$ cat config.mk
export PLATFORM = sky130hd
export DESIGN_NAME = i2c_master_byte_engine_core
export DESIGN_NICKNAME = d
export VERILOG_FILES = /design/src/rtl/i2cm_pkg.sv /design/src/rtl/i2cm_front.sv /design/src/rtl/i2cm_queue.sv /design/src/rtl/i2cm_back.sv /design/src/rtl/i2c_master_byte_engine_core.sv
export SDC_FILE = /design/constraint.sdc
export NUM_CORES = 1
export LEC_CHECK = 0
export ABC_AREA = 1
export BUFFER_PORTS_ARGS = -buffer_cell sky130_fd_sc_hd__buf_2
export CORE_MARGIN = 3
export CORE_UTILIZATION = 60
export CTS_CLUSTER_SIZE = 24
export DETAILED_ROUTE_END_ITERATION = 8
export GPL_ROUTABILITY_DRIVEN = 0
export MAX_ROUTING_LAYER = met4
export PLACE_DENSITY = 0.87
export SYNTH_ARGS = -nofsm -noshare
export SYNTH_HDL_FRONTEND = slang
export SYNTH_SLANG_ARGS = --single-unit
$ cat constraint.sdc
create_clock -name clk -period 3.3 [get_ports clk]
set_input_delay 0.33 -clock clk [delete_from_list [all_inputs] [get_ports clk]]
set_output_delay 0.33 -clock clk [all_outputs]
set_load 0.02 [all_outputs]
$ cat src/rtl/i2cm_pkg.sv
package i2cm_pkg;

    // Command codes on the op field
    localparam int OP_W = 3;
    localparam logic [OP_W-1:0] OP_TICK  = 3'd0;
    localparam logic [OP_W-1:0] OP_START = 3'd1;
    localparam logic [OP_W-1:0] OP_STOP  = 3'd2;
    localparam logic [OP_W-1:0] OP_WRITE = 3'd3;
    localparam logic [OP_W-1:0] OP_READ  = 3'd4;

    // Configuration register indexes
    localparam int CFG_IDX_W = 1;
    localparam int CFG_DATA_W = 10;
    localparam logic [CFG_IDX_W-1:0] CFG_HALF_PERIOD = 1'd0;
    localparam logic [CFG_IDX_W-1:0] CFG_ACK_WAIT    = 1'd1;

    localparam logic [7:0] HALF_PERIOD_RST = 8'd2;
    localparam logic [9:0] ACK_WAIT_RST    = 10'd250;
    localparam logic [3:0] BITS_PER_BYTE   = 4'd8;

    // Queue between the classifier and the sequencer
    localparam int Q_DEPTH = 2;
    localparam int Q_PTR_W = 1;
    localparam int Q_CNT_W = 2;

    typedef enum logic [2:0] {
        CMD_NONE,
        CMD_START,
        CMD_STOP,
        CMD_WRITE,
        CMD_READ
    } cmd_t;

    typedef enum logic [3:0] {
        PH_IDLE,
        PH_S1,
        PH_S2,
        PH_P1,
        PH_P2,
        PH_WL,
        PH_WH,
        PH_AL,
        PH_AH,
        PH_RL,
        PH_RH,
        PH_KL,
        PH_KH
    } phase_t;

    typedef struct packed {
        cmd_t       cmd;
        logic [7:0] tx_byte;
        logic       check_ack;
        logic       nack_after_read;
        logic       sda_in;
    } item_t;

    typedef struct packed {
        logic       scl_level;
        logic       sda_level;
        logic       sda_output_enable;
        logic       busy;
        logic       done;
        logic       no_ack;
        logic [7:0] rx_byte;
    } res_t;

endpackage

$ cat src/rtl/i2cm_front.sv
module i2cm_front (
    input  logic [2:0]      op,
    input  logic [7:0]      tx_byte,
    input  logic            check_ack,
    input  logic            nack_after_read,
    input  logic            sda_in,
    output i2cm_pkg::item_t item
);
    import i2cm_pkg::*;

    cmd_t cmd;

    // Classify the op code; anything outside start..read is a bare tick
    always_comb
    begin
        case (op)
            OP_START: cmd = CMD_START;
            OP_STOP:  cmd = CMD_STOP;
            OP_WRITE: cmd = CMD_WRITE;
            OP_READ:  cmd = CMD_READ;
            default:  cmd = CMD_NONE;
        endcase
    end

    always_comb
    begin
        item.cmd             = cmd;
        item.tx_byte         = tx_byte;
        item.check_ack       = check_ack;
        item.nack_after_read = nack_after_read;
        item.sda_in          = sda_in;
    end

endmodule

$ cat src/rtl/i2cm_queue.sv
module i2cm_queue (
    input  logic            clk,
    input  logic            rst_n,
    input  logic            push_valid,
    output logic            push_ready,
    input  i2cm_pkg::item_t push_item,
    output logic            pop_valid,
    input  logic            pop_ready,
    output i2cm_pkg::item_t pop_item
);
    import i2cm_pkg::*;

    item_t              mem [Q_DEPTH];
    logic [Q_PTR_W-1:0] wr_ptr_reg;
    logic [Q_PTR_W-1:0] wr_ptr_next;
    logic [Q_PTR_W-1:0] rd_ptr_reg;
    logic [Q_PTR_W-1:0] rd_ptr_next;
    logic [Q_CNT_W-1:0] count_reg;
    logic [Q_CNT_W-1:0] count_next;
    logic               push;
    logic               pop;

    assign push_ready = (count_reg != Q_CNT_W'(Q_DEPTH));
    assign pop_valid  = (count_reg != '0);
    assign pop_item   = mem[rd_ptr_reg];
    assign push       = push_valid && push_ready;
    assign pop        = pop_valid && pop_ready;

    always_comb
    begin
        wr_ptr_next = push ? wr_ptr_reg + 1'b1 : wr_ptr_reg;
        rd_ptr_next = pop ? rd_ptr_reg + 1'b1 : rd_ptr_reg;
        count_next  = count_reg;
        if (push && !pop)
        begin
            count_next = count_reg + 1'b1;
        end
        else if (pop && !push)
        begin
            count_next = count_reg - 1'b1;
        end
    end

    always_ff @(posedge clk or negedge rst_n)
    begin
        if (!rst_n)
        begin
            wr_ptr_reg <= '0;
            rd_ptr_reg <= '0;
            count_reg  <= '0;
        end
        else
        begin
            wr_ptr_reg <= wr_ptr_next;
            rd_ptr_reg <= rd_ptr_next;
            count_reg  <= count_next;
        end
    end

    always_ff @(posedge clk)
    begin
        if (push)
        begin
            mem[wr_ptr_reg] <= push_item;
        end
    end

endmodule

$ cat src/rtl/i2cm_back.sv
module i2cm_back (
    input  logic            clk,
    input  logic            rst_n,
    input  logic            item_valid,
    output logic            item_ready,
    input  i2cm_pkg::item_t item,
    input  logic [7:0]      half_period,
    input  logic [9:0]      ack_wait_limit,
    output logic            out_valid,
    input  logic            out_ready,
    output i2cm_pkg::res_t  res
);
    import i2cm_pkg::*;

    phase_t     phase_reg;
    phase_t     phase_next;
    logic [3:0] bit_count_reg;
    logic [3:0] bit_count_next;
    logic [7:0] shift_reg;
    logic [7:0] shift_next;
    logic [7:0] tick_count_reg;
    logic [7:0] tick_count_next;
    logic [9:0] ack_count_reg;
    logic [9:0] ack_count_next;
    logic       scl_reg;
    logic       scl_next;
    logic       sda_reg;
    logic       sda_next;
    logic       sda_dir_reg;
    logic       sda_dir_next;
    logic       check_ack_reg;
    logic       check_ack_next;
    logic       nack_reg;
    logic       nack_next;
    logic       abort_reg;
    logic       abort_next;
    logic [7:0] rx_hold_reg;
    logic [7:0] rx_hold_next;
    logic       out_valid_reg;
    logic       out_valid_next;
    res_t       res_reg;
    logic       done;
    logic       no_ack_flag;

    logic       step;
    logic [7:0] hp;
    logic [7:0] tick_inc;
    logic       phase_end;
    logic [3:0] bit_inc;
    logic       more_bits;
    logic [9:0] ack_inc;
    logic       ack_timeout;

    // Take one tick whenever the output register is free or drains now
    assign item_ready  = !out_valid_reg || out_ready;
    assign step        = item_valid && item_ready;

    assign hp          = (half_period == '0) ? 8'd1 : half_period;
    assign tick_inc    = tick_count_reg + 8'd1;
    assign phase_end   = (tick_inc >= hp);
    assign bit_inc     = bit_count_reg + 4'd1;
    assign more_bits   = (bit_inc < BITS_PER_BYTE);
    assign ack_inc     = ack_count_reg + 10'd1;
    assign ack_timeout = (ack_inc >= ack_wait_limit);

    // Next phase
    always_comb
    begin
        phase_next = phase_reg;
        case (phase_reg)
            PH_IDLE:
            begin
                case (item.cmd)
                    CMD_START: phase_next = PH_S1;
                    CMD_STOP:  phase_next = PH_P1;
                    CMD_WRITE: phase_next = PH_WL;
                    CMD_READ:  phase_next = PH_RL;
                    default:   phase_next = PH_IDLE;
                endcase
            end
            PH_AH:
            begin
                if (!item.sda_in)
                begin
                    phase_next = PH_IDLE;
                end
                else if (ack_timeout)
                begin
                    phase_next = PH_P1;
                end
            end
            default:
            begin
                if (phase_end)
                begin
                    case (phase_reg)
                        PH_S1: phase_next = PH_S2;
                        PH_P1: phase_next = PH_P2;
                        PH_WL: phase_next = PH_WH;
                        PH_WH: phase_next = more_bits ? PH_WL :
                                            (check_ack_reg ? PH_AL : PH_IDLE);
                        PH_AL: phase_next = PH_AH;
                        PH_RL: phase_next = PH_RH;
                        PH_RH: phase_next = more_bits ? PH_RL : PH_KL;
                        PH_KL: phase_next = PH_KH;
                        default: phase_next = PH_IDLE;
                    endcase
                end
            end
        endcase
    end

    // Line levels, counters and completion flags
    always_comb
    begin
        bit_count_next  = bit_count_reg;
        shift_next      = shift_reg;
        tick_count_next = tick_count_reg;
        ack_count_next  = ack_count_reg;
        scl_next        = scl_reg;
        sda_next        = sda_reg;
        sda_dir_next    = sda_dir_reg;
        check_ack_next  = check_ack_reg;
        nack_next       = nack_reg;
        abort_next      = abort_reg;
        rx_hold_next    = rx_hold_reg;
        done            = 1'b0;
        no_ack_flag     = 1'b0;
        case (phase_reg)
            PH_IDLE:
            begin
                if (item.cmd != CMD_NONE)
                begin
                    check_ack_next  = item.check_ack;
                    nack_next       = item.nack_after_read;
                    abort_next      = 1'b0;
                    bit_count_next  = '0;
                    tick_count_next = '0;
                    case (item.cmd)
                        CMD_START:
                        begin
                            scl_next     = 1'b1;
                            sda_next     = 1'b1;
                            sda_dir_next = 1'b1;
                        end
                        CMD_STOP:
                        begin
                            scl_next     = 1'b0;
                            sda_next     = 1'b0;
                            sda_dir_next = 1'b1;
                        end
                        CMD_WRITE:
                        begin
                            shift_next   = item.tx_byte;
                            scl_next     = 1'b0;
                            sda_next     = item.tx_byte[7];
                            sda_dir_next = 1'b1;
                        end
                        default:
                        begin
                            shift_next   = '0;
                            scl_next     = 1'b0;
                            sda_next     = 1'b1;
                            sda_dir_next = 1'b0;
                        end
                    endcase
                end
            end
            PH_AH:
            begin
                if (!item.sda_in)
                begin
                    scl_next        = 1'b0;
                    tick_count_next = '0;
                    done            = 1'b1;
                end
                else
                begin
                    ack_count_next = ack_inc;
                    if (ack_timeout)
                    begin
                        abort_next      = 1'b1;
                        scl_next        = 1'b0;
                        sda_next        = 1'b0;
                        sda_dir_next    = 1'b1;
                        tick_count_next = '0;
                    end
                end
            end
            default:
            begin
                tick_count_next = tick_inc;
                if (phase_end)
                begin
                    tick_count_next = '0;
                    case (phase_reg)
                        PH_S1:
                        begin
                            scl_next     = 1'b1;
                            sda_next     = 1'b0;
                            sda_dir_next = 1'b1;
                        end
                        PH_S2:
                        begin
                            scl_next = 1'b0;
                            done     = 1'b1;
                        end
                        PH_P1:
                        begin
                            scl_next     = 1'b1;
                            sda_next     = 1'b1;
                            sda_dir_next = 1'b1;
                        end
                        PH_P2:
                        begin
                            done        = 1'b1;
                            no_ack_flag = abort_reg;
                            abort_next  = 1'b0;
                        end
                        PH_WL, PH_KL:
                        begin
                            scl_next     = 1'b1;
                            sda_dir_next = 1'b1;
                        end
                        PH_WH:
                        begin
                            bit_count_next = bit_inc;
                            shift_next     = {shift_reg[6:0], 1'b0};
                            scl_next       = 1'b0;
                            if (more_bits)
                            begin
                                sda_next     = shift_reg[6];
                                sda_dir_next = 1'b1;
                            end
                            else if (check_ack_reg)
                            begin
                                sda_next     = 1'b1;
                                sda_dir_next = 1'b0;
                            end
                            else
                            begin
                                done = 1'b1;
                            end
                        end
                        PH_AL:
                        begin
                            scl_next       = 1'b1;
                            sda_next       = 1'b1;
                            sda_dir_next   = 1'b0;
                            ack_count_next = '0;
                        end
                        PH_RL:
                        begin
                            // sample on the first tick of SCL high
                            scl_next     = 1'b1;
                            sda_next     = 1'b1;
                            sda_dir_next = 1'b0;
                            shift_next   = {shift_reg[6:0], item.sda_in};
                        end
                        PH_RH:
                        begin
                            bit_count_next = bit_inc;
                            scl_next       = 1'b0;
                            if (more_bits)
                            begin
                                sda_next     = 1'b1;
                                sda_dir_next = 1'b0;
                            end
                            else
                            begin
                                sda_next     = nack_reg;
                                sda_dir_next = 1'b1;
                            end
                        end
                        PH_KH:
                        begin
                            scl_next     = 1'b0;
                            rx_hold_next = shift_reg;
                            done         = 1'b1;
                        end
                        default:
                        begin
                            done = 1'b1;
                        end
                    endcase
                end
            end
        endcase
    end

    always_comb
    begin
        out_valid_next = out_valid_reg;
        if (step)
        begin
            out_valid_next = 1'b1;
        end
        else if (out_ready)
        begin
            out_valid_next = 1'b0;
        end
    end

    always_ff @(posedge clk or negedge rst_n)
    begin
        if (!rst_n)
        begin
            phase_reg      <= PH_IDLE;
            bit_count_reg  <= '0;
            shift_reg      <= '0;
            tick_count_reg <= '0;
            ack_count_reg  <= '0;
            scl_reg        <= 1'b1;
            sda_reg        <= 1'b1;
            sda_dir_reg    <= 1'b0;
            check_ack_reg  <= 1'b0;
            nack_reg       <= 1'b0;
            abort_reg      <= 1'b0;
            rx_hold_reg    <= '0;
            out_valid_reg  <= 1'b0;
        end
        else
        begin
            out_valid_reg <= out_valid_next;
            if (step)
            begin
                phase_reg      <= phase_next;
                bit_count_reg  <= bit_count_next;
                shift_reg      <= shift_next;
                tick_count_reg <= tick_count_next;
                ack_count_reg  <= ack_count_next;
                scl_reg        <= scl_next;
                sda_reg        <= sda_next;
                sda_dir_reg    <= sda_dir_next;
                check_ack_reg  <= check_ack_next;
                nack_reg       <= nack_next;
                abort_reg      <= abort_next;
                rx_hold_reg    <= rx_hold_next;
            end
        end
    end

    always_ff @(posedge clk)
    begin
        if (step)
        begin
            res_reg.scl_level         <= scl_next;
            res_reg.sda_level         <= sda_next;
            res_reg.sda_output_enable <= sda_dir_next;
            res_reg.busy              <= (phase_next != PH_IDLE);
            res_reg.done              <= done;
            res_reg.no_ack            <= no_ack_flag;
            res_reg.rx_byte           <= rx_hold_next;
        end
    end

    assign out_valid = out_valid_reg;
    assign res       = res_reg;

endmodule

$ cat src/rtl/i2c_master_byte_engine_core.sv
// Channel  | Handshake             | Beat contents
// ---------+-----------------------+------------------------------------------------
// in       | in_valid / in_ready   | op, tx_byte, check_ack, nack_after_read, sda_in
// out      | out_valid / out_ready | scl_level, sda_level, sda_output_enable,
//          |                       | busy_res, done_res, no_ack, rx_byte
// cfg      | cfg_valid / cfg_ready | cfg_index, cfg_data (0 half_period, 1 ack limit)
//
// One input beat is one bus tick and yields exactly one output beat.
// Sustained rate is one beat per clock while out does not stall: the classifier
// feeds a two-beat queue, the sequencer steps once per clock into its output
// register. Reset (rst_n, async, active low) returns to idle with SCL high and
// SDA released; cfg is always ready. A stall on out holds the sequencer, and the
// queue keeps taking input until it fills.
module i2c_master_byte_engine_core (
    input  logic                              clk,
    input  logic                              rst_n,
    input  logic                              in_valid,
    output logic                              in_ready,
    input  logic [2:0]                        op,
    input  logic [7:0]                        tx_byte,
    input  logic                              check_ack,
    input  logic                              nack_after_read,
    input  logic                              sda_in,
    output logic                              out_valid,
    input  logic                              out_ready,
    output logic                              scl_level,
    output logic                              sda_level,
    output logic                              sda_output_enable,
    output logic                              busy_res,
    output logic                              done_res,
    output logic                              no_ack,
    output logic [7:0]                        rx_byte,
    input  logic                              cfg_valid,
    output logic                              cfg_ready,
    input  logic [i2cm_pkg::CFG_IDX_W-1:0]    cfg_index,
    input  logic [i2cm_pkg::CFG_DATA_W-1:0]   cfg_data
);
    import i2cm_pkg::*;

    item_t      front_item;
    item_t      q_item;
    logic       q_valid;
    logic       q_ready;
    res_t       res;
    logic [7:0] half_period_reg;
    logic [7:0] half_period_next;
    logic [9:0] ack_wait_reg;
    logic [9:0] ack_wait_next;

    // Config writes are registered; the host is to write only while idle, the block does not enforce it
    assign cfg_ready = 1'b1;

    always_comb
    begin
        half_period_next = half_period_reg;
        ack_wait_next    = ack_wait_reg;
        if (cfg_valid && cfg_ready)
        begin
            case (cfg_index)
                CFG_HALF_PERIOD: half_period_next = cfg_data[7:0];
                CFG_ACK_WAIT:    ack_wait_next    = cfg_data[9:0];
                default:         half_period_next = half_period_reg;
            endcase
        end
    end

    always_ff @(posedge clk or negedge rst_n)
    begin
        if (!rst_n)
        begin
            half_period_reg <= HALF_PERIOD_RST;
            ack_wait_reg    <= ACK_WAIT_RST;
        end
        else
        begin
            half_period_reg <= half_period_next;
            ack_wait_reg    <= ack_wait_next;
        end
    end

    // Front: decode op into a command
    i2cm_front u_front (
        .op              (op),
        .tx_byte         (tx_byte),
        .check_ack       (check_ack),
        .nack_after_read (nack_after_read),
        .sda_in          (sda_in),
        .item            (front_item)
    );

    // Queue: decouple input acceptance from the sequencer
    i2cm_queue u_queue (
        .clk        (clk),
        .rst_n      (rst_n),
        .push_valid (in_valid),
        .push_ready (in_ready),
        .push_item  (front_item),
        .pop_valid  (q_valid),
        .pop_ready  (q_ready),
        .pop_item   (q_item)
    );

    // Back: bit-level sequencer with registered output beat
    i2cm_back u_back (
        .clk            (clk),
        .rst_n          (rst_n),
        .item_valid     (q_valid),
        .item_ready     (q_ready),
        .item           (q_item),
        .half_period    (half_period_reg),
        .ack_wait_limit (ack_wait_reg),
        .out_valid      (out_valid),
        .out_ready      (out_ready),
        .res            (res)
    );

    assign scl_level         = res.scl_level;
    assign sda_level         = res.sda_level;
    assign sda_output_enable = res.sda_output_enable;
    assign busy_res          = res.busy;
    assign done_res          = res.done;
    assign no_ack            = res.no_ack;
    assign rx_byte           = res.rx_byte;

    // A completed command leaves the engine idle
    a_done_not_busy: assert property (@(posedge clk) disable iff (!rst_n)
        out_valid && done_res |-> !busy_res)
        else $error("done reported while still busy");

    // no_ack only comes with done
    a_noack_with_done: assert property (@(posedge clk) disable iff (!rst_n)
        out_valid && no_ack |-> done_res)
        else $error("no_ack without done");

    // SDA is always released whenever the master is not driving it
    a_sda_released: assert property (@(posedge clk) disable iff (!rst_n)
        out_valid && !sda_output_enable |-> sda_level)
        else $error("sda low while not driven");

    // A stalled output beat holds the sequencer state visible on the port
    a_out_hold: assert property (@(posedge clk) disable iff (!rst_n)
        out_valid && !out_ready |=> out_valid && $stable(busy_res) && $stable(rx_byte))
        else $error("output beat changed under stall");

endmodule

==> results of run 1 <==
worst paths after layout:
kind,slack (ns),to,cells after the start
max in group asynchronous,2.68,u_back.rx_hold_reg[0]$_DFFE_PN0P_,2
worst min register to register,0.49,u_back.rx_hold_reg[7]$_DFFE_PN0P_,2
worst max register to register,0.18,u_back.tick_count_reg[5]$_DFFE_PN0P_,15
min in group clk,0.06,ack_wait_reg[5]$_DFFE_PN1P_,3
worst max-delay path,0.18,u_back.tick_count_reg[5]$_DFFE_PN0P_,15
worst min-delay path,-0.009,u_queue.count_reg[0]$_DFFE_PN0P_,2
per-stage QoR:
step / utilization, % / std cells / setup WS (ns) / hold slack [ns]
after floorplan: - / 675 / 0.693 / 0.0344
after global placement: 67.1 / 840 / 0.477 / 0.462
after detailed placement: 67.1 / 840 / 0.245 / 0.474
after CTS: 73.9 / 883 / 0.0902 / 0.00230
after global routing: 74.7 / 889 / -0.0655 / 0.0603
final: 74.7 / 889 / 0.177 / -0.00906
what timing repair did:
action | CTS | global route
setup buffers | 0 | 5
hold endpoints to repair | 22 | 0
gates resized for setup | 0 | 5
endpoints found under the setup margin | 0 | 39
hold buffers | 11 | 0
layout make-up:
type                            count  area share, %
Clock inverter                     15           1.75
Clock buffer                       17           5.86
Timing Repair Buffer               66           5.98
Sequential cell                   113           43.1
Multi-Input combinational cell    444           35.3
Inverter                          105           5.70
Tap cell                          129           2.28
cells in the mapped netlist (2+ instances only):
| library cell | number |
|---|---|
| ha_1 | 22 |
| nand2_1 | 169 |
| a21oi_1 | 15 |
| o21ai_1 | 10 |
| nor2_1 | 51 |
| buf_2 | 3 |
| a41o_1 | 2 |
| dfrtp_1 | 62 |
| o22ai_1 | 14 |
| inv_2 | 11 |
| xnor2_1 | 2 |
| nor2_2 | 2 |
| inv_1 | 92 |
| nand4_1 | 5 |
| a21oi_2 | 8 |
| nand2_4 | 3 |
| nand3_2 | 3 |
| xor2_1 | 13 |
| nor2_4 | 5 |
| nor3_1 | 7 |
| nand3_1 | 35 |
| mux2i_1 | 9 |
| nor3_4 | 2 |
| o21ai_0 | 39 |
| clkbuf_1 | 7 |
| inv_4 | 2 |
| edfxtp_1 | 42 |
| dfstp_2 | 9 |
| o211ai_1 | 4 |
| nand3b_1 | 2 |
| buf_6 | 3 |
| o21ai_2 | 11 |
power by group through the flow:
stage                     clock network [W]  logic (W)  registers [W]
final                               0.00168    0.00296        0.00230
after global placement                    0    0.00252        0.00227
after CTS                           0.00168    0.00272        0.00228
after floorplan                           0    0.00199        0.00231
after global routing                0.00175    0.00324        0.00234
after detailed placement                  0    0.00266        0.00230
per-layer routing:
metal | vias up | wire length (µm) | global-route usage, %
met5 | - | 0 | -
met4 | 0 | 484 | 11.6
met3 | 61 | 1080 | 7.10
met2 | 248 | 7070 | 42.7
met1 | 2382 | 5760 | 33.0
li1 | 2353 | - | -
cell families (layout without fill, tap and decap cells):
family          Yosys count  after routing  synth area share (%)
simple gates            290            291                  22.1
other cells               1              1                0.0625
mux                       9              9                  1.50
buf+inv                 119            203                  8.03
flops                   113            113                  50.8
fa+ha+maj                22             22                  4.59
xor+xnor                 15             15                  2.19
compound gates          106            106                  10.8
layout by cell type (no fill, tap or decap), types with 11 or more instances in the layout:
master / instances
nand2_1: 168
inv_1: 91
dfrtp_1: 62
nor2_1: 51
buf_2: 45
edfxtp_1: 42
o21ai_0: 38
nand3_1: 35
ha_1: 22
clkbuf_16: 16
a21oi_1: 15
o22ai_1: 14
xor2_1: 13
o21ai_2: 11
inv_2: 11
o21ai_1: 11
dlygate4sd3_1: 11
==> PnR_summary.wiki, run 1 <==
{| class="wikitable"
! Metric !! Value
|-
| Post-route design area || 7070 µm²
|-
| Antenna violations before repair || 0
|-
| Average cell area after synthesis || 8.89 µm²
|-
| Number of flip-flops under the largest register name || 28
|-
| Worst skew pair latency || 0.54 ns
|-
| Int Pwr || 0.00391 W
|-
| Critical register-to-register path startpoint || u_back.tick_count_reg[0]$_DFFE_PN0P_
|-
| Count of filler cells inserted in the layout || 611
|-
| Critical path startpoint || u_back.tick_count_reg[0]$_DFFE_PN0P_
|-
| Fin Hold WS || -0.00906 ns
|-
| Setup Skew || 0.00983 ns
|-
| Cells along the critical path || ha_1 -> nand3_1 -> nor3_2 -> xor2_1 -> inv_1 -> ha_1 -> nand2_1 -> nor2_1 -> nand4_1 -> nand3_4 -> inv_1 -> nand2_2 -> clkinvlp_4 -> nand3_1 -> o21ai_1
|-
| Post-synth top area cell || dfrtp_1
|-
| Level count of the clock H-tree || 4
|-
| Fraction of power spent switching nets || 43.6%
|-
| Number of buffers inserted during clock tree synthesis || 17
|-
| Number of max-slew violations in the final report || 0
|-
| Cell count after synthesis || 675
|-
| Total power per unit cell area || 981 nW/µm²
|-
| Slew at the pin closest to its max-slew limit || 1.20 ns
|-
| Total via count after detailed routing || 5044
|-
| Type of destination of the critical path || flop
|-
| Area fraction of the dominant cell type after synthesis || 25.8%
|-
| Drc violations || 0
|-
| TritonCTS Sinks || 113
|-
| Register area share after synthesis || 50.8%
|-
| Leakage power total || 3.43 nW
|-
| Detailed placement HPWL || 9060 µm
|-
| Count of flip-flops with a built-in enable after synthesis || 42
|-
| Post-synthesis register bit count || 113
|-
| Buffering stage count on the worst path with inverters included || 3
|-
| Global-route wire length before repair || 23600 µm
|-
| Switching power of the nets || 0.00303 W
|-
| Design Power || 0.00694 W
|-
| Worst IR Drop VDD || 0.000634 V
|-
| Number of antenna cells inserted || 0
|-
| Synthesized Nets || 727
|-
| Total track usage || 27.0%
|-
| Clk buf depth || 2
|-
| Fraction of final layout cells with drive strength greater than 1 || 19.7%
|-
| Asr flop ratio synth || 62.8%
|-
| Placed Area || 6340 µm²
|-
| Pin count of the biggest net entering global routing || 72
|-
| CP Launch Type || flop
|-
| Starting density of the core || 63.5%
|-
| Via/cell ratio || 5.67
|-
| Data required time at the worst endpoint || 3.71 ns
|-
| Router iterations before antenna repair || 8
|-
| Drt initial violations || 515
|-
| Root buffer selected by CTS || clkbuf_8
|-
| Final wirelength || 14400 µm
|-
| FF/Latch Area || 3050 µm²
|-
| Fraction of the cycle the final worst path needs || 94.6%
|-
| Clock transition at the registers of the reported paths || 0.07 ns
|-
| Main area contributors after synthesis || dfrtp_1 (26%), edfxtp_1 (21%), nand2_1 (11%), inv_1 (5.8%), ha_1 (4.6%)
|-
| Yosys warning total || 0
|-
| Chip Width || 106 µm
|-
| Max capacitance violation total || 0
|-
| Dominant delay contributor by cell family on the critical path || simple AND/OR/NAND/NOR gates
|-
| Most frequently used flop master after synthesis || dfrtp_1
|-
| Time the final worst path needs with I/O delays and setup || 3.12 ns
|-
| Remaining antenna violation count || 0
|-
| Number of nets in the layout || 799
|-
| Overflow left after global routing || 0
|-
| Area of the core || 9460 µm²
|-
| Cell variety after synth || 43
|-
| Achievable clock frequency || 320 MHz
|-
| Outcome || finished, violations left
|-
| CTS tree || yes
|-
| Delay contributed by the slowest stage of the critical path || 0.40 ns
|-
| Std-Cell Rows || 35
|-
| Routed length per instance || 16.2 µm
|-
| Number of port buffers || 45
|-
| Violated checks || hold timing
|-
| Max Fanout on Critical Path || 11
|-
| Mapped Area || 6000 µm²
|-
| Portion of total power attributed to the clock network || 24.2%
|-
| Arrival time of the worst setup path || 3.53 ns
|-
| Top-Level Pins || 47
|-
| Setup violations, final || 0
|-
| Headroom to the max-slew limit || 19.9%
|-
| Vertical extent of the die || 106 µm
|-
| Part of the total power dissipated in combinational logic || 42.7%
|-
| Area used by multi-input combinational logic || 2500 µm²
|-
| Worst min-delay path class || in -> async
|-
| Number of global-route vias before repair || 5085
|-
| Growth of design area from synthesis to finish || 17.8%
|-
| Type of the worst setup path || reg -> reg
|-
| Die area || 11200 µm²
|-
| Final sum of negative setup slack || 0 ns
|-
| Highest-delay cell along the critical path || dfrtp_1
|-
| Sequential fraction of design power || 33.1%
|-
| Number of hold violations in the final report || 4
|}
No activity file was read; power rests on OpenSTA's default activity.
==> run 2, diff against run 1 <==
- CTS_BUF_LIST: not set -> sky130_fd_sc_hd__clkbuf_16
==> PnR_summary.wiki, run 2 (synthesis results as in run 1) <==
{| class="wikitable"
! Metric !! Value
|-
| Outcome || finished, final reports clean
|-
| Setup violations, final || 0
|-
| Type of destination of the critical path || flop
|-
| Data required time at the worst endpoint || 3.47 ns
|-
| Leakage power total || 3.40 nW
|-
| Critical register-to-register path startpoint || u_back.tick_count_reg[0]$_DFFE_PN0P_
|-
| Number of nets in the layout || 789
|-
| FF/Latch Area || 3050 µm²
|-
| Number of max-slew violations in the final report || 0
|-
| Hold wc startpoint || tx_byte[1]
|-
| Clock transition at the registers of the reported paths || 0.06 ns
|-
| Vertical extent of the die || 106 µm
|-
| Number of flip-flops under the largest register name || 28
|-
| Remaining antenna violation count || 0
|-
| Area of the core || 9460 µm²
|-
| Antenna violations before repair || 0
|-
| CTS tree || yes
|-
| Global-route wire length before repair || 22800 µm
|-
| Count of filler cells inserted in the layout || 631
|-
| Number of port buffers || 45
|-
| Time the final worst path needs with I/O delays and setup || 3.06 ns
|-
| Via/cell ratio || 5.71
|-
| Highest-delay cell along the critical path || dfrtp_1
|-
| Worst IR Drop VDD || 0.000661 V
|-
| Achievable clock frequency || 327 MHz
|-
| Number of antenna cells inserted || 0
|-
| Share of the core filled with cells || 73.8%
|-
| Type of the worst setup path || reg -> reg
|-
| Drc violations || 0
|-
| Die area || 11200 µm²
|-
| Fraction of the cycle the final worst path needs || 92.7%
|-
| Max capacitance violation total || 0
|-
| Growth of design area from synthesis to finish || 16.3%
|-
| Area used by multi-input combinational logic || 2500 µm²
|-
| Arrival time of the worst setup path || 3.23 ns
|-
| Clk buf depth || 2
|-
| Total track usage || 26.0%
|-
| Number of global-route vias before repair || 4952
|-
| Overflow left after global routing || 0
|-
| Pin count of the biggest net entering global routing || 72
|-
| Drt initial violations || 483
|-
| Root buffer selected by CTS || clkbuf_16
|-
| Total power per unit cell area || 998 nW/µm²
|-
| Starting density of the core || 63.5%
|-
| Dpl cells || 840
|-
| Cells along the critical path || ha_1 -> nand3_1 -> nor3_2 -> xor2_1 -> inv_1 -> ha_1 -> nand2_1 -> nor2_1 -> nor2_1 -> nand3_4 -> buf_4 -> o211ai_1 -> nand2_1 -> nor2_1 -> nand2_1
|-
| Number of hold violations in the final report || 0
|-
| Critical path startpoint || u_back.tick_count_reg[0]$_DFFE_PN0P_
|-
| Total via count after detailed routing || 5016
|-
| Std-Cell Rows || 35
|-
| Chip Width || 106 µm
|-
| Highest-count cells in the layout ignoring fill and taps || nand2_1 (168), inv_1 (91), dfrtp_1 (62)
|-
| Worst skew pair latency || 0.43 ns
|-
| Routed length per instance || 16.0 µm
|-
| Number of buffers inserted during clock tree synthesis || 17
|-
| Max Fanout on Critical Path || 10
|-
| CP Launch Type || flop
|-
| Number of buffers added to fix hold violations after cts || 0
|-
| Slew at the pin closest to its max-slew limit || 1.20 ns
|-
| Commonest non-fill, non-tap cell in the layout || nand2_1
|-
| Fraction of final layout cells with drive strength greater than 1 || 20.1%
|-
| Final sum of negative setup slack || 0 ns
|-
| Final wirelength || 14100 µm
|-
| Level count of the clock H-tree || 4
|-
| Router iterations before antenna repair || 7
|-
| Headroom to the max-slew limit || 19.4%
|-
| Worst min-delay path class || in -> reg
|-
| Top-Level Pins || 47
|-
| Final std cells w/o fill || 879
|-
| Delay contributed by the slowest stage of the critical path || 0.40 ns
|-
| TritonCTS Sinks || 113
|-
| Setup Skew || 0.00835 ns
|-
| Detailed placement HPWL || 9060 µm
|}
## run 2: cell count changes in the layout (fill, tap and decap cells not counted), sizes merged
cell         before  now
buf              55   56
dlygate4sd3      11    0
## run 2: per-layer routing
metal  up-vias  global-route usage [%]  routed length (µm)
met5         -                       -                   0
met4         0                    11.4                 422
met3        53                    7.10                1040
met2       260                    41.0                6930
met1      2370                    31.7                5670
li1       2333                       -                   -
## run 2: per-stage QoR
stage	power [W]	instance area (µm²)	hold WS, ns	setup WS [ns]
floorplan	0.00430	6000	0.0344	0.693
global placement	0.00479	6340	0.462	0.477
detailed placement	0.00496	6340	0.474	0.245
CTS	0.00672	6890	0.0881	0.0890
global route	0.00737	6980	0.0944	-0.0140
finish	0.00697	6980	0.0927	0.242
## run 2: timing repair
| action | in CTS | in global routing |
|---|---|---|
| gates resized for setup | 0 | 5 |
| setup buffers | 0 | 6 |
| setup endpoints to repair | 0 | 39 |
## run 2: worst paths after layout
| kind | slack, ns | cells past startpoint | to |
|---|---|---|---|
| worst max-delay path | 0.24 | 15 | u_back.res[10]$_DFFE_PP_ |
| worst min-delay path | 0.09 | 1 | u_queue.mem[0][4]$_DFFE_PP_ |
| worst max register to register | 0.24 | 15 | u_back.res[10]$_DFFE_PP_ |
| worst min register to register | 0.49 | 2 | u_back.rx_hold_reg[7]$_DFFE_PN0P_ |
| max in group asynchronous | 2.57 | 2 | u_back.rx_hold_reg[0]$_DFFE_PN0P_ |
| min in group asynchronous | 0.10 | 2 | u_queue.count_reg[0]$_DFFE_PN0P_ |
## run 2: area by class of cell
type / instances / share of cell area, %
sequential: 113 / 43.7
multi-input combinational: 444 / 35.8
clock buffer: 17 / 6.10
clock inverter: 15 / 1.77
inverter: 105 / 5.77
tap: 129 / 2.31
timing repair buffer: 56 / 4.59
## run 2: critical path, delay by kind of cell, from the launching register on
family	cells	cell delay [ns]
adder cells (fa/ha/maj)	2	0.53
flip-flops	1	0.40
AO/OA/AOI/OAI	1	0.15
AND/OR/NAND/NOR	9	1.13
buffers and inverters	2	0.33
XOR/XNOR	1	0.26
## run 2: power breakdown
part	internal (W)	switching (W)	leakage [nW]
clock	0.000976	0.000741	0.257
combinational	0.000989	0.00197	1.87
sequential	0.00199	0.000307	1.27
total	0.00395	0.00302	3.40
==> run 3, diff against run 2 <==
- CAP_MARGIN: not set -> 15
- CTS_CLUSTER_DIAMETER: not set -> 100
- PLACE_DENSITY: 0.87 -> 0.8
==> PnR_summary.wiki, run 3 (synthesis results as in run 1) <==
{| class="wikitable"
! Metric !! Value
|-
| Worst skew pair latency || 0.41 ns
|-
| Drc violations || 0
|-
| Part of the total power dissipated in combinational logic || 40.4%
|-
| Antenna violations before repair || 0
|-
| Pin count of the biggest net entering global routing || 42
|-
| Total power per unit cell area || 995 nW/µm²
|-
| Dpl cells || 840
|-
| Critical path startpoint || u_back.tick_count_reg[0]$_DFFE_PN0P_
|-
| Achievable clock frequency || 326 MHz
|-
| Root buffer selected by CTS || clkbuf_16
|-
| Final worst-path setup slack || 0.229 ns
|-
| Crit path capture || u_back.bit_count_reg[1]$_DFFE_PN0P_
|-
| Clk buf depth || 2
|-
| Max capacitance violation total || 0
|-
| Fraction of the cycle the final worst path needs || 93.1%
|-
| Type of the worst setup path || reg -> reg
|-
| Type of destination of the critical path || flop
|-
| Post-place setup slack || 0.261 ns
|-
| Most common cell type on the critical path || nand2_1
|-
| Final std cells w/o fill || 878
|-
| Clock transition at the registers of the reported paths || 0.06 ns
|-
| Number of global-route vias before repair || 4547
|-
| Overflow left after global routing || 0
|-
| Global-route wire length before repair || 21700 µm
|-
| Setup Skew || 0.0121 ns
|-
| Remaining antenna violation count || 0
|-
| Chip Width || 106 µm
|-
| Highest-count cells in the layout ignoring fill and taps || nand2_1 (169), inv_1 (94), dfrtp_1 (62)
|-
| Total track usage || 25.1%
|-
| Routed length per instance || 15.0 µm
|-
| Number of port buffers || 45
|-
| Highest-delay cell along the critical path || dfrtp_1
|-
| Vertical extent of the die || 106 µm
|-
| Area of the core || 9460 µm²
|-
| Cells along the critical path || ha_1 -> nand3_1 -> nor3_1 -> xor2_1 -> inv_1 -> ha_1 -> nand2_1 -> nor2_1 -> nand4_1 -> nand3_4 -> inv_1 -> nand2_1 -> nand2_1 -> nor2_4 -> inv_2 -> nand2_1 -> nand2_1
|-
| Number of flip-flops under the largest register name || 28
|-
| Worst IR Drop VDD || 0.000635 V
|-
| CTS tree || yes
|-
| Starting density of the core || 63.5%
|-
| TritonCTS Sinks || 113
|-
| Fin Hold WS || 0.107 ns
|-
| Number of antenna cells inserted || 0
|-
| Final wirelength || 13200 µm
|-
| Worst min-delay path class || in -> reg
|-
| Worst flop-to-flop path endpoint || u_back.bit_count_reg[1]$_DFFE_PN0P_
|-
| Top-Level Pins || 47
|-
| Data required time at the worst endpoint || 3.59 ns
|-
| Arrival time of the worst setup path || 3.36 ns
|-
| Commonest non-fill, non-tap cell in the layout || nand2_1
|-
| Max Fanout on Critical Path || 16
|-
| Number of hold violations in the final report || 0
|-
| Fraction of final layout cells with drive strength greater than 1 || 19.2%
|-
| Level count of the clock H-tree || 4
|-
| Hold Path Cell Cnt || 1
|-
| Setup violations, final || 0
|-
| Via/cell ratio || 5.46
|-
| Time the final worst path needs with I/O delays and setup || 3.07 ns
|-
| Number of buffers inserted during clock tree synthesis || 17
|-
| Total via count after detailed routing || 4795
|-
| Leakage power total || 3.46 nW
|-
| Sequential fraction of design power || 32.4%
|-
| CP Launch Type || flop
|-
| Portion of total power attributed to the clock network || 27.2%
|-
| Fraction of power spent switching nets || 40.0%
|-
| Headroom to the max-slew limit || 50.6%
|-
| Number of cells on the worst reg-to-reg path || 17
|-
| Outcome || finished, final reports clean
|-
| Drt initial violations || 360
|-
| Std-Cell Rows || 35
|-
| Delay contributed by the slowest stage of the critical path || 0.39 ns
|-
| Switching power of the nets || 0.00282 W
|-
| Growth of design area from synthesis to finish || 17.9%
|-
| Slack of the worst reg-to-reg path || 0.23 ns
|-
| Final sum of negative setup slack || 0 ns
|-
| Int Pwr || 0.00422 W
|-
| Design Power || 0.00704 W
|-
| Number of nets in the layout || 788
|-
| Critical register-to-register path startpoint || u_back.tick_count_reg[0]$_DFFE_PN0P_
|-
| Detailed placement HPWL || 8930 µm
|-
| Slew at the pin closest to its max-slew limit || 0.741 ns
|-
| Router iterations before antenna repair || 5
|-
| Number of max-slew violations in the final report || 0
|-
| Die area || 11200 µm²
|}
run 3: power by group through the flow:
stage / Clock [W] / Combinational [W] / Sequential (W)
5_1_grt: 0.00200 / 0.00316 / 0.00232
2_1_floorplan: 0 / 0.00199 / 0.00231
3_5_place_dp: 0 / 0.00264 / 0.00229
6_report: 0.00192 / 0.00285 / 0.00228
4_1_cts: 0.00192 / 0.00267 / 0.00227
3_3_place_gp: 0 / 0.00253 / 0.00227
run 3: repair_timing:
action | in CTS | in global routing
hold buffers | 1 | 0
resized for setup | 0 | 1
setup endpoints to repair | 0 | 19
setup buffers | 0 | 4
endpoints found under the hold margin | 18 | 0
run 3: routing by layer:
| metal | global-route usage (%) | wire [µm] | vias to the layer above |
|---|---|---|---|
| met5 | - | 0 | - |
| met4 | 7.68 | 257 | 0 |
| met3 | 4.74 | 782 | 24 |
| met2 | 39.8 | 6370 | 175 |
| met1 | 33.2 | 5740 | 2254 |
| li1 | - | - | 2342 |
run 3: worst min-delay path by stage:
stage / startpoint / end / slack [ns]
final: tx_byte[5] / u_queue.mem[0][8]$_DFFE_PP_ / 0.11
after CTS: tx_byte[5] / u_queue.mem[0][8]$_DFFE_PP_ / 0.10
after global placement: rst_n / u_queue.count_reg[0]$_DFFE_PN0P_ / 0.43
after detailed placement: rst_n / u_back.out_valid$_DFFE_PN0P_ / 0.42
after global routing: tx_byte[5] / u_queue.mem[1][8]$_DFFE_PP_ / 0.1
after floorplan: rst_n / ack_wait_reg[0]$_DFFE_PN0P_ / 0.03
run 3: metrics by stage:
| stage | instance area (µm²) | util (%) |
|---|---|---|
| global placement | 6360 | 67.2 |
| CTS | 6990 | 73.8 |
| floorplan | 6000 | - |
| global route | 7080 | 74.8 |
| finish | 7080 | 74.8 |
| detailed placement | 6360 | 67.2 |
run 3: final cells by class:
cell class                      instances  area [µm²]
Clock buffer                           17         425
Clock inverter                         15         194
Sequential cell                       113        3050
Tap cell                              129         161
Timing Repair Buffer                   56         368
Inverter                              105         399
Multi-Input combinational cell        443        2480
Fill cell                             653        2380
run 3: worst max-delay path, delay by kind of cell (launching register included):
family / cells / cell delay [ns]
xor gates and xnor gates: 1 / 0.18
adders and majority gates: 2 / 0.49
buffers and inverters: 3 / 0.25
DFF: 1 / 0.39
and+or+nand+nor: 11 / 1.64
